===== src/rtl/utf8dec_pkg.sv =====
// Shared types and codes for the UTF-8 to code point decoder.
package utf8dec_pkg;

   localparam int BYTE_W  = 8;
   localparam int CP_W    = 21;
   localparam int STAT_W  = 3;
   localparam int KIND_W  = 3;
   localparam int BITS_W  = 7;

   // Byte classes found by the front end
   localparam logic [KIND_W-1:0] KIND_ASCII = 3'd0;
   localparam logic [KIND_W-1:0] KIND_NUL   = 3'd1;
   localparam logic [KIND_W-1:0] KIND_LEAD2 = 3'd2;
   localparam logic [KIND_W-1:0] KIND_LEAD3 = 3'd3;
   localparam logic [KIND_W-1:0] KIND_LEAD4 = 3'd4;
   localparam logic [KIND_W-1:0] KIND_CONT  = 3'd5;
   localparam logic [KIND_W-1:0] KIND_BAD   = 3'd6;

   // Result status codes
   localparam logic [STAT_W-1:0] ST_OK       = 3'd0;
   localparam logic [STAT_W-1:0] ST_BAD_LEAD = 3'd1;
   localparam logic [STAT_W-1:0] ST_BAD_CONT = 3'd2;
   localparam logic [STAT_W-1:0] ST_TRUNC    = 3'd3;
   localparam logic [STAT_W-1:0] ST_NUL      = 3'd4;

   // One classified byte on its way to the back end
   typedef struct packed {
      logic [KIND_W-1:0] kind;
      logic [BITS_W-1:0] bits;   // payload bits of the byte, already masked
      logic              last;
   } dec_item_type;

endpackage


===== src/rtl/utf8dec_front.sv =====
// Front end: takes raw bytes, classifies them and registers the item.
module utf8dec_front
   import utf8dec_pkg::*;
(
   input  logic              clock,
   input  logic              reset,
   input  logic              in_valid,
   output logic              in_ready,
   input  logic [BYTE_W-1:0] in_byte,
   input  logic              in_last,
   output logic              out_valid,
   input  logic              out_ready,
   output dec_item_type      out_item
);

   logic         valid_ff, valid_in;
   dec_item_type item_ff, item_in;

   assign in_ready = !valid_ff || out_ready;

   // Byte classification and payload masking
   always_comb begin
      item_in.last = in_last;
      item_in.bits = in_byte[BITS_W-1:0];
      if (!in_byte[7]) begin
         item_in.kind = (in_byte == '0) ? KIND_NUL : KIND_ASCII;
      end else if (!in_byte[6]) begin
         item_in.kind = KIND_CONT;
         item_in.bits = {1'b0, in_byte[5:0]};
      end else if (!in_byte[5]) begin
         item_in.kind = KIND_LEAD2;
         item_in.bits = {2'b0, in_byte[4:0]};
      end else if (!in_byte[4]) begin
         item_in.kind = KIND_LEAD3;
         item_in.bits = {3'b0, in_byte[3:0]};
      end else if (!in_byte[3]) begin
         item_in.kind = KIND_LEAD4;
         item_in.bits = {4'b0, in_byte[2:0]};
      end else begin
         item_in.kind = KIND_BAD;
         item_in.bits = '0;
      end
   end

   assign valid_in = in_ready ? in_valid : valid_ff;

   always_ff @(posedge clock) begin
      if (reset) begin
         valid_ff <= 1'b0;
      end else begin
         valid_ff <= valid_in;
      end
   end

   always_ff @(posedge clock) begin
      if (in_ready && in_valid) begin
         item_ff <= item_in;
      end
   end

   assign out_valid = valid_ff;
   assign out_item  = item_ff;

endmodule


===== src/rtl/utf8dec_queue.sv =====
// Small queue that decouples the front end from the back end.
module utf8dec_queue
   import utf8dec_pkg::*;
#(
   parameter int DEPTH = 4
)
(
   input  logic         clock,
   input  logic         reset,
   input  logic         in_valid,
   output logic         in_ready,
   input  dec_item_type in_item,
   output logic         out_valid,
   input  logic         out_ready,
   output dec_item_type out_item
);

   localparam int PTR_W = (DEPTH > 1) ? $clog2(DEPTH) : 1;
   localparam int CNT_W = $clog2(DEPTH + 1);

   dec_item_type store [DEPTH];

   logic [PTR_W-1:0] wr_ptr_ff, wr_ptr_in;
   logic [PTR_W-1:0] rd_ptr_ff, rd_ptr_in;
   logic [CNT_W-1:0] count_ff, count_in;
   logic             push, pop;

   assign in_ready  = (count_ff != CNT_W'(DEPTH));
   assign out_valid = (count_ff != '0);
   assign push      = in_valid && in_ready;
   assign pop       = out_valid && out_ready;
   assign out_item  = store[rd_ptr_ff];

   // Pointer wrap and fill count
   always_comb begin
      wr_ptr_in = wr_ptr_ff;
      rd_ptr_in = rd_ptr_ff;
      count_in  = count_ff;
      if (push) begin
         wr_ptr_in = (wr_ptr_ff == PTR_W'(DEPTH - 1)) ? '0 : wr_ptr_ff + 1'b1;
      end
      if (pop) begin
         rd_ptr_in = (rd_ptr_ff == PTR_W'(DEPTH - 1)) ? '0 : rd_ptr_ff + 1'b1;
      end
      if (push && !pop) begin
         count_in = count_ff + 1'b1;
      end else if (pop && !push) begin
         count_in = count_ff - 1'b1;
      end
   end

   always_ff @(posedge clock) begin
      if (reset) begin
         wr_ptr_ff <= '0;
         rd_ptr_ff <= '0;
         count_ff  <= '0;
      end else begin
         wr_ptr_ff <= wr_ptr_in;
         rd_ptr_ff <= rd_ptr_in;
         count_ff  <= count_in;
      end
   end

   always_ff @(posedge clock) begin
      if (push) begin
         store[wr_ptr_ff] <= in_item;
      end
   end

endmodule


===== src/rtl/utf8dec_back.sv =====
// Back end: sequence state, code point assembly and the result register.
module utf8dec_back
   import utf8dec_pkg::*;
(
   input  logic              clock,
   input  logic              reset,
   input  logic              in_valid,
   output logic              in_ready,
   input  dec_item_type      in_item,
   output logic              out_valid,
   input  logic              out_ready,
   output logic [CP_W-1:0]   out_code_point,
   output logic [STAT_W-1:0] out_status,
   output logic              out_end
);

   logic [CP_W-1:0]   acc_ff, acc_in;
   logic [1:0]        rem_ff, rem_in;
   logic              stopped_ff, stopped_in;
   logic              rsp_valid_ff, rsp_valid_in;
   logic [CP_W-1:0]   rsp_cp_ff;
   logic [STAT_W-1:0] rsp_status_ff;
   logic              rsp_end_ff;

   logic              pop;
   logic              emit;
   logic [CP_W-1:0]   emit_cp;
   logic [STAT_W-1:0] emit_status;
   logic [CP_W-1:0]   acc_shift;
   logic [1:0]        rem_dec;

   assign in_ready  = !rsp_valid_ff || out_ready;
   assign pop       = in_valid && in_ready;
   assign acc_shift = {acc_ff[CP_W-7:0], in_item.bits[5:0]};
   assign rem_dec   = rem_ff - 2'd1;

   // Decode step for one item
   always_comb begin
      acc_in      = acc_ff;
      rem_in      = rem_ff;
      stopped_in  = stopped_ff;
      emit        = 1'b0;
      emit_cp     = '0;
      emit_status = ST_OK;
      if (stopped_ff) begin
         if (in_item.last) begin
            stopped_in = 1'b0;
            acc_in     = '0;
            rem_in     = '0;
         end
      end else if (rem_ff == 2'd0) begin
         case (in_item.kind)
            KIND_ASCII: begin
               emit    = 1'b1;
               emit_cp = CP_W'(in_item.bits);
            end
            KIND_NUL: begin
               emit        = 1'b1;
               emit_status = ST_NUL;
            end
            KIND_LEAD2, KIND_LEAD3, KIND_LEAD4: begin
               acc_in = CP_W'(in_item.bits);
               rem_in = (in_item.kind == KIND_LEAD2) ? 2'd1 :
                        (in_item.kind == KIND_LEAD3) ? 2'd2 : 2'd3;
               if (in_item.last) begin
                  emit        = 1'b1;
                  emit_status = ST_TRUNC;
               end
            end
            default: begin
               emit        = 1'b1;
               emit_status = ST_BAD_LEAD;
            end
         endcase
      end else if (in_item.kind == KIND_CONT) begin
         acc_in = acc_shift;
         rem_in = rem_dec;
         if (rem_dec == 2'd0) begin
            acc_in      = '0;
            emit        = 1'b1;
            emit_cp     = acc_shift;
            emit_status = (acc_shift == '0) ? ST_NUL : ST_OK;
         end else if (in_item.last) begin
            emit        = 1'b1;
            emit_status = ST_TRUNC;
         end
      end else begin
         emit        = 1'b1;
         emit_status = ST_BAD_CONT;
      end

      // Stop handling and end-of-string clear
      if (emit && emit_status != ST_OK) begin
         emit_cp    = '0;
         acc_in     = '0;
         rem_in     = '0;
         stopped_in = !in_item.last;
      end else if (emit && in_item.last) begin
         acc_in     = '0;
         rem_in     = '0;
         stopped_in = 1'b0;
      end
   end

   assign rsp_valid_in = pop ? emit : (rsp_valid_ff && !out_ready);

   always_ff @(posedge clock) begin
      if (reset) begin
         acc_ff       <= '0;
         rem_ff       <= '0;
         stopped_ff   <= 1'b0;
         rsp_valid_ff <= 1'b0;
      end else begin
         rsp_valid_ff <= rsp_valid_in;
         if (pop) begin
            acc_ff     <= acc_in;
            rem_ff     <= rem_in;
            stopped_ff <= stopped_in;
         end
      end
   end

   // Result payload register
   always_ff @(posedge clock) begin
      if (pop && emit) begin
         rsp_cp_ff     <= emit_cp;
         rsp_status_ff <= emit_status;
         rsp_end_ff    <= in_item.last || (emit_status != ST_OK);
      end
   end

   assign out_valid      = rsp_valid_ff;
   assign out_code_point = rsp_cp_ff;
   assign out_status     = rsp_status_ff;
   assign out_end        = rsp_end_ff;

endmodule


===== src/rtl/utf8_to_codepoint_decoder_unit.sv =====
// Top level of the UTF-8 to code point decoder.
// A byte passes the front-end register, the queue store and the back-end result register on its way to the output.
// Throughput: one byte per clock while the receiver takes results, as the back end's decode step is combinational.
// The queue between front and back holds QUEUE_DEPTH items so each side can stall alone.
// Reset clears all control and decode state at once; no clearing pass is needed.
module utf8_to_codepoint_decoder_unit
   import utf8dec_pkg::*;
#(
   parameter int QUEUE_DEPTH = 4
)
(
   input  logic        clock,
   input  logic        reset,
   input  logic        req_tvalid,
   output logic        req_tready,
   input  logic [7:0]  req_tdata,   // [7:0] data_byte
   input  logic        req_tlast,   // last_byte
   output logic        rsp_tvalid,
   input  logic        rsp_tready,
   output logic [23:0] rsp_tdata,   // [20:0] code_point, [23:21] zero
   output logic [2:0]  rsp_tuser,   // [2:0] status
   output logic        rsp_tlast    // end_of_string
);

   logic            fr_valid, fr_ready;
   dec_item_type    fr_item;
   logic            q_valid, q_ready;
   dec_item_type    q_item;
   logic [CP_W-1:0] code_point;

   utf8dec_front u_front (
      .clock     (clock),
      .reset     (reset),
      .in_valid  (req_tvalid),
      .in_ready  (req_tready),
      .in_byte   (req_tdata),
      .in_last   (req_tlast),
      .out_valid (fr_valid),
      .out_ready (fr_ready),
      .out_item  (fr_item)
   );

   utf8dec_queue #(
      .DEPTH (QUEUE_DEPTH)
   ) u_queue (
      .clock     (clock),
      .reset     (reset),
      .in_valid  (fr_valid),
      .in_ready  (fr_ready),
      .in_item   (fr_item),
      .out_valid (q_valid),
      .out_ready (q_ready),
      .out_item  (q_item)
   );

   utf8dec_back u_back (
      .clock          (clock),
      .reset          (reset),
      .in_valid       (q_valid),
      .in_ready       (q_ready),
      .in_item        (q_item),
      .out_valid      (rsp_tvalid),
      .out_ready      (rsp_tready),
      .out_code_point (code_point),
      .out_status     (rsp_tuser),
      .out_end        (rsp_tlast)
   );

   assign rsp_tdata = {3'b000, code_point};

endmodule


===== config.mk =====
export PLATFORM = sky130hd
export DESIGN_NAME = utf8_to_codepoint_decoder_unit
export DESIGN_NICKNAME = d
export VERILOG_FILES = /design/src/rtl/utf8dec_pkg.sv /design/src/rtl/utf8dec_front.sv /design/src/rtl/utf8dec_queue.sv /design/src/rtl/utf8dec_back.sv /design/src/rtl/utf8_to_codepoint_decoder_unit.sv
export SDC_FILE = /design/constraint.sdc
export NUM_CORES = 1
export LEC_CHECK = 0
export BUFFER_PORTS_ARGS = -buffer_cell sky130_fd_sc_hd__buf_4
export CAP_MARGIN = 20
export CORE_MARGIN = 2
export CORE_UTILIZATION = 60
export DETAILED_ROUTE_END_ITERATION = 8
export PLACE_DENSITY = 0.89
export SYNTH_ARGS = -nofsm -noshare
export SYNTH_HDL_FRONTEND = slang
export SYNTH_HIERARCHICAL = 1
export SYNTH_SLANG_ARGS = --single-unit

===== constraint.sdc =====
create_clock -name clock -period 10.26 [get_ports clock]
set_clock_uncertainty 0.05 [all_clocks]
set_input_delay 2.052 -clock clock [delete_from_list [all_inputs] [get_ports clock]]
set_output_delay 2.052 -clock clock [all_outputs]
set_load 0.03 [all_outputs]

==> results.md <==
* Number of iterations in the first detailed-routing pass at 6
* Die Ht at 92.54 um
* Worst Hold Class: reg -> reg
* Starting DRT DRC Count at 121
* Setup TNS at 0 ps
* # fillers at 512
* Synth Area in Simple Gates at 16.76%
* Hold Violations, Final at 0
* Max VDD drop at around 0.00012 V
* RSZ-0062 raised after global routing: false
* Clock buffer depth at 2
* Final setup violation count at 0
* Synthesized area per cell at 13.96 um2
* Worst r2r dst: u_back/out_code_point[11]
* Critical path arrival at 4010 ps
* Netlist cell types at 60
* Post-Syn Area at 4703 um2
* Antenna Nets Post-Route at 0
* Synthesized instance count at 337
* Core ar. at 7647 um2
* Worst Path Required at 10510 ps
* Insertion delay to the later sink of the worst-skew pair at 360 ps
* Hold EP: u_back/acc_ff[6]
* Pwr dens at around 280 nW/um2
* Post-CTS setup buffers at 0
* DP Cell Count at 460
* # diodes at 0
* Synth warn at 6
* FFs w/ async S/R, synth at 0%
* Root Driver: clkbuf_8
* Min Hold Slack at ~440 ps
* First-pass GRT wire length at 12.21 mm
* Hold Path Cell Cnt at 2
* Register bit total from synthesis at 109
* Sink Count at approximately 110
* Worst setup path category: in -> reg
* Compound-Gate Fraction of Synth Area at under 10%
* Die Wd at 92.54 um
* CTS tree: built
* Number of hold buffers added after CTS at 0
* Initial core utilization at 61.50%
* Number of flops mapped to enable cells by yosys at 80
* Predominant post-synthesis flop cell: edfxtp_1
* Final #Nets at 390
* Final Worst Setup Slack at 6493 ps
* Post-synthesis sequential area ratio at 63.42%
* Post-synthesis xor/xnor area fraction at less than 1%
* Num CTS Buffers at 9
* # IOs at 43
* Max-Cap Viols at 0
* Reg clk slew, reported paths at 90 ps
* Share of cells above drive strength 1 at 23.73%
* Routed WL at 7.631 mm
* Vias per cell at around 5.7
* Final period util at 36.71%
* Relative slew slack at about half
* CP peak stage delay at between 400 and 500 ps
* Number of global-route vias before repair at 2593
* Fraction of the mapped netlist area in adder cells at between 2 and 2.5%
* Congestion Overflow GR at 0
* Largest net degree at the start of global routing at 32
* Area of the die at approximately 8600 um2
* Post-cts sizing count at 0
* CP Capture Type: flop
* Lkg Pwr at 1.859 nW
* Row cnt at 32
* Dpl ws at between 6000 and 7000 ps
* CP cell instances: buf_4 -> nand2b_1 -> o31ai_1 -> ha_1 -> inv_1 -> fa_1 -> xor2_1 -> or3_2 -> a21oi_1
* Slowest CP cell: or3_2
* Final Power at roughly 0.0015 W
* Status: finished clean
* Post-synthesis mux area share at between 5 and 6%
* Reg-to-reg setup timing slack at 7040 ps
* P&R area growth vs syn at 10.96%
* H-tree depth at 3
* R2R cell count at 6
* Critical path peak fanout at 4
* Kind of start point of the critical path: input port
* Detail Placement HPWL at between 5 and 6 mm
* Worst-Margin Slew at 754.2 ps
* Pins Over Slew Limit at 0
* Gp weighted congestion at 0.8622
* Worst hold path startpoint: u_back/acc_ff[6]
* Final min period at about 3800 ps
* DR DRC count at 0
* Wire per inst at 16.00 um
* Finished Layout Cells at 477
* Fmax at 265.5 MHz
* Initial antenna violation count at 0
* Largest family of logic cells by synthesized area: simple AND/OR/NAND/NOR gates
* Port bufs at 39
* Via count at 2732
* GR Util All Layers at between 10% and 20%
==> final cells by class <==
cell class | count | area (um2) | share of cell area, %
sequential | 109 | 2983 | 57.16
multi-input combinational | 198 | 1579 | 30.26
clock inverter | 6 | 45.04 | 0.8631
clock buffer | 10 | 127.6 | 2.445
tap | 102 | 127.6 | 2.445
timing repair buffer | 41 | 315.3 | 6.042
inverter | 11 | 41.29 | 0.7912
==> cells by family after synthesis <==
kind of cell | count (synthesis)
AND/OR/NAND/NOR | 125
flip-flops | 109
XOR/XNOR | 2
adder cells (fa/ha/maj) | 7
buffers and inverters | 32
AO/OA/AOI/OAI | 47
multiplexers | 14
other | 1
==> registers in the layout, indices dropped and copies added (netlist names), 2 cells and up, named ones only <==
| register | flops |
|---|---|
| u_queue/store | 44 |
| u_queue/rd_ptr_ff | 2 |
| u_queue/count_ff | 3 |
| u_back/rem_ff | 2 |
| u_front/out_item | 11 |
| u_back/out_status | 3 |
| u_queue/wr_ptr_ff | 2 |
| u_back/out_code_point | 21 |
| u_back/acc_ff | 15 |
==> metrics by stage <==
stage          area, um2  util (%)
6_report            5219     68.24
5_1_grt             5219     68.24
4_1_cts             5204     68.05
3_5_place_dp        5031     65.79
3_3_place_gp        5031     65.79
2_1_floorplan       4711         -
==> layout by cell type, fill, tap and decap left out, types with 3 or more instances in the layout <==
master | netlist | layout
edfxtp_1 | 80 | 80
buf_4 | 3 | 40
dfxtp_1 | 29 | 29
and2_1 | 24 | 24
nor3b_1 | 16 | 16
nor2_1 | 13 | 13
a31o_1 | 13 | 13
nand2_1 | 12 | 12
inv_1 | 11 | 11
mux4_2 | 11 | 11
clkbuf_8 | 0 | 9
nor4_1 | 9 | 9
a21oi_1 | 8 | 8
nand2b_1 | 8 | 8
nor2b_1 | 6 | 6
ha_1 | 6 | 6
o21ai_0 | 5 | 5
nor3_1 | 5 | 4
nand3_1 | 4 | 4
and3_2 | 4 | 4
conb_1 | 1 | 3
nor3_2 | 2 | 3
and3_1 | 3 | 3
or4_1 | 3 | 3
mux2i_1 | 3 | 3
==> cell usage after synthesis, types with 2 or more instances <==
library cell  count  share of area [%]
or3_2             2               0.32
buf_4             3               0.48
inv_1            11               0.88
clkbuf_2          2               0.21
ha_1              6                1.6
nand2b_1          8                1.1
and3_2            4               0.64
and2_1           24                3.2
edfxtp_1         80                 51
o21ai_0           5               0.53
and2_2            2               0.32
mux4_2           11                5.3
clkbuf_1          5               0.40
nor4_1            9                1.2
nor2_1           13                1.0
mux2i_1           3               0.64
and2_4            2               0.37
nor3_1            5               0.53
nand2_1          12               0.96
a32oi_1           2               0.37
nor3b_1          16                2.6
dfxtp_1          29                 12
nand3_1           4               0.43
a32o_1            2               0.43
xor2_1            2               0.37
o22ai_1           2               0.27
nor3_2            2               0.43
nor2b_1           6               0.80
a21oi_1           8               0.85
or4_1             3               0.48
nand4_1           2               0.27
a31o_1           13                2.4
buf_2            10                1.1
and3_1            3               0.40
==> worst max path at each step <==
stage	startpoint	endpoint	slack (ps)	depth (start not counted)
floorplan	rsp_tready	u_back/out_code_point[0]	5740	3
global placement	rsp_tready	u_queue/count_ff[2]	6260	9
detailed placement	rsp_tready	u_queue/count_ff[2]	6140	9
CTS	u_queue/count_ff[0]	req_tready	6510	3
global route	rsp_tready	u_queue/count_ff[2]	6390	9
finish	rsp_tready	u_queue/count_ff[2]	6490	9
==> worst max-delay path: cells and delay by family <==
| kind | cells | cell delay [ps] |
|---|---|---|
| xor+xnor | 1 | 180 |
| buf+inv | 2 | 180 |
| compound gates | 2 | 310 |
| simple gates | 2 | 600 |
| fa+ha+maj | 2 | 680 |
==> layer usage <==
metal  track usage, %  share of wire (%)
met2            33.64                 53
met4            7.463                1.1
met5                0                  0
met1            22.69                 41
met3            3.173                4.8
==> where the power goes <==
part           total, W  switching (W)  internal [W]
Clock          0.000228       0.000138     0.0000906
Combinational  0.000598       0.000368      0.000230
Sequential     0.000652      0.0000635      0.000589
Total           0.00148       0.000569      0.000910
Power figures use the tool's default switching activity.
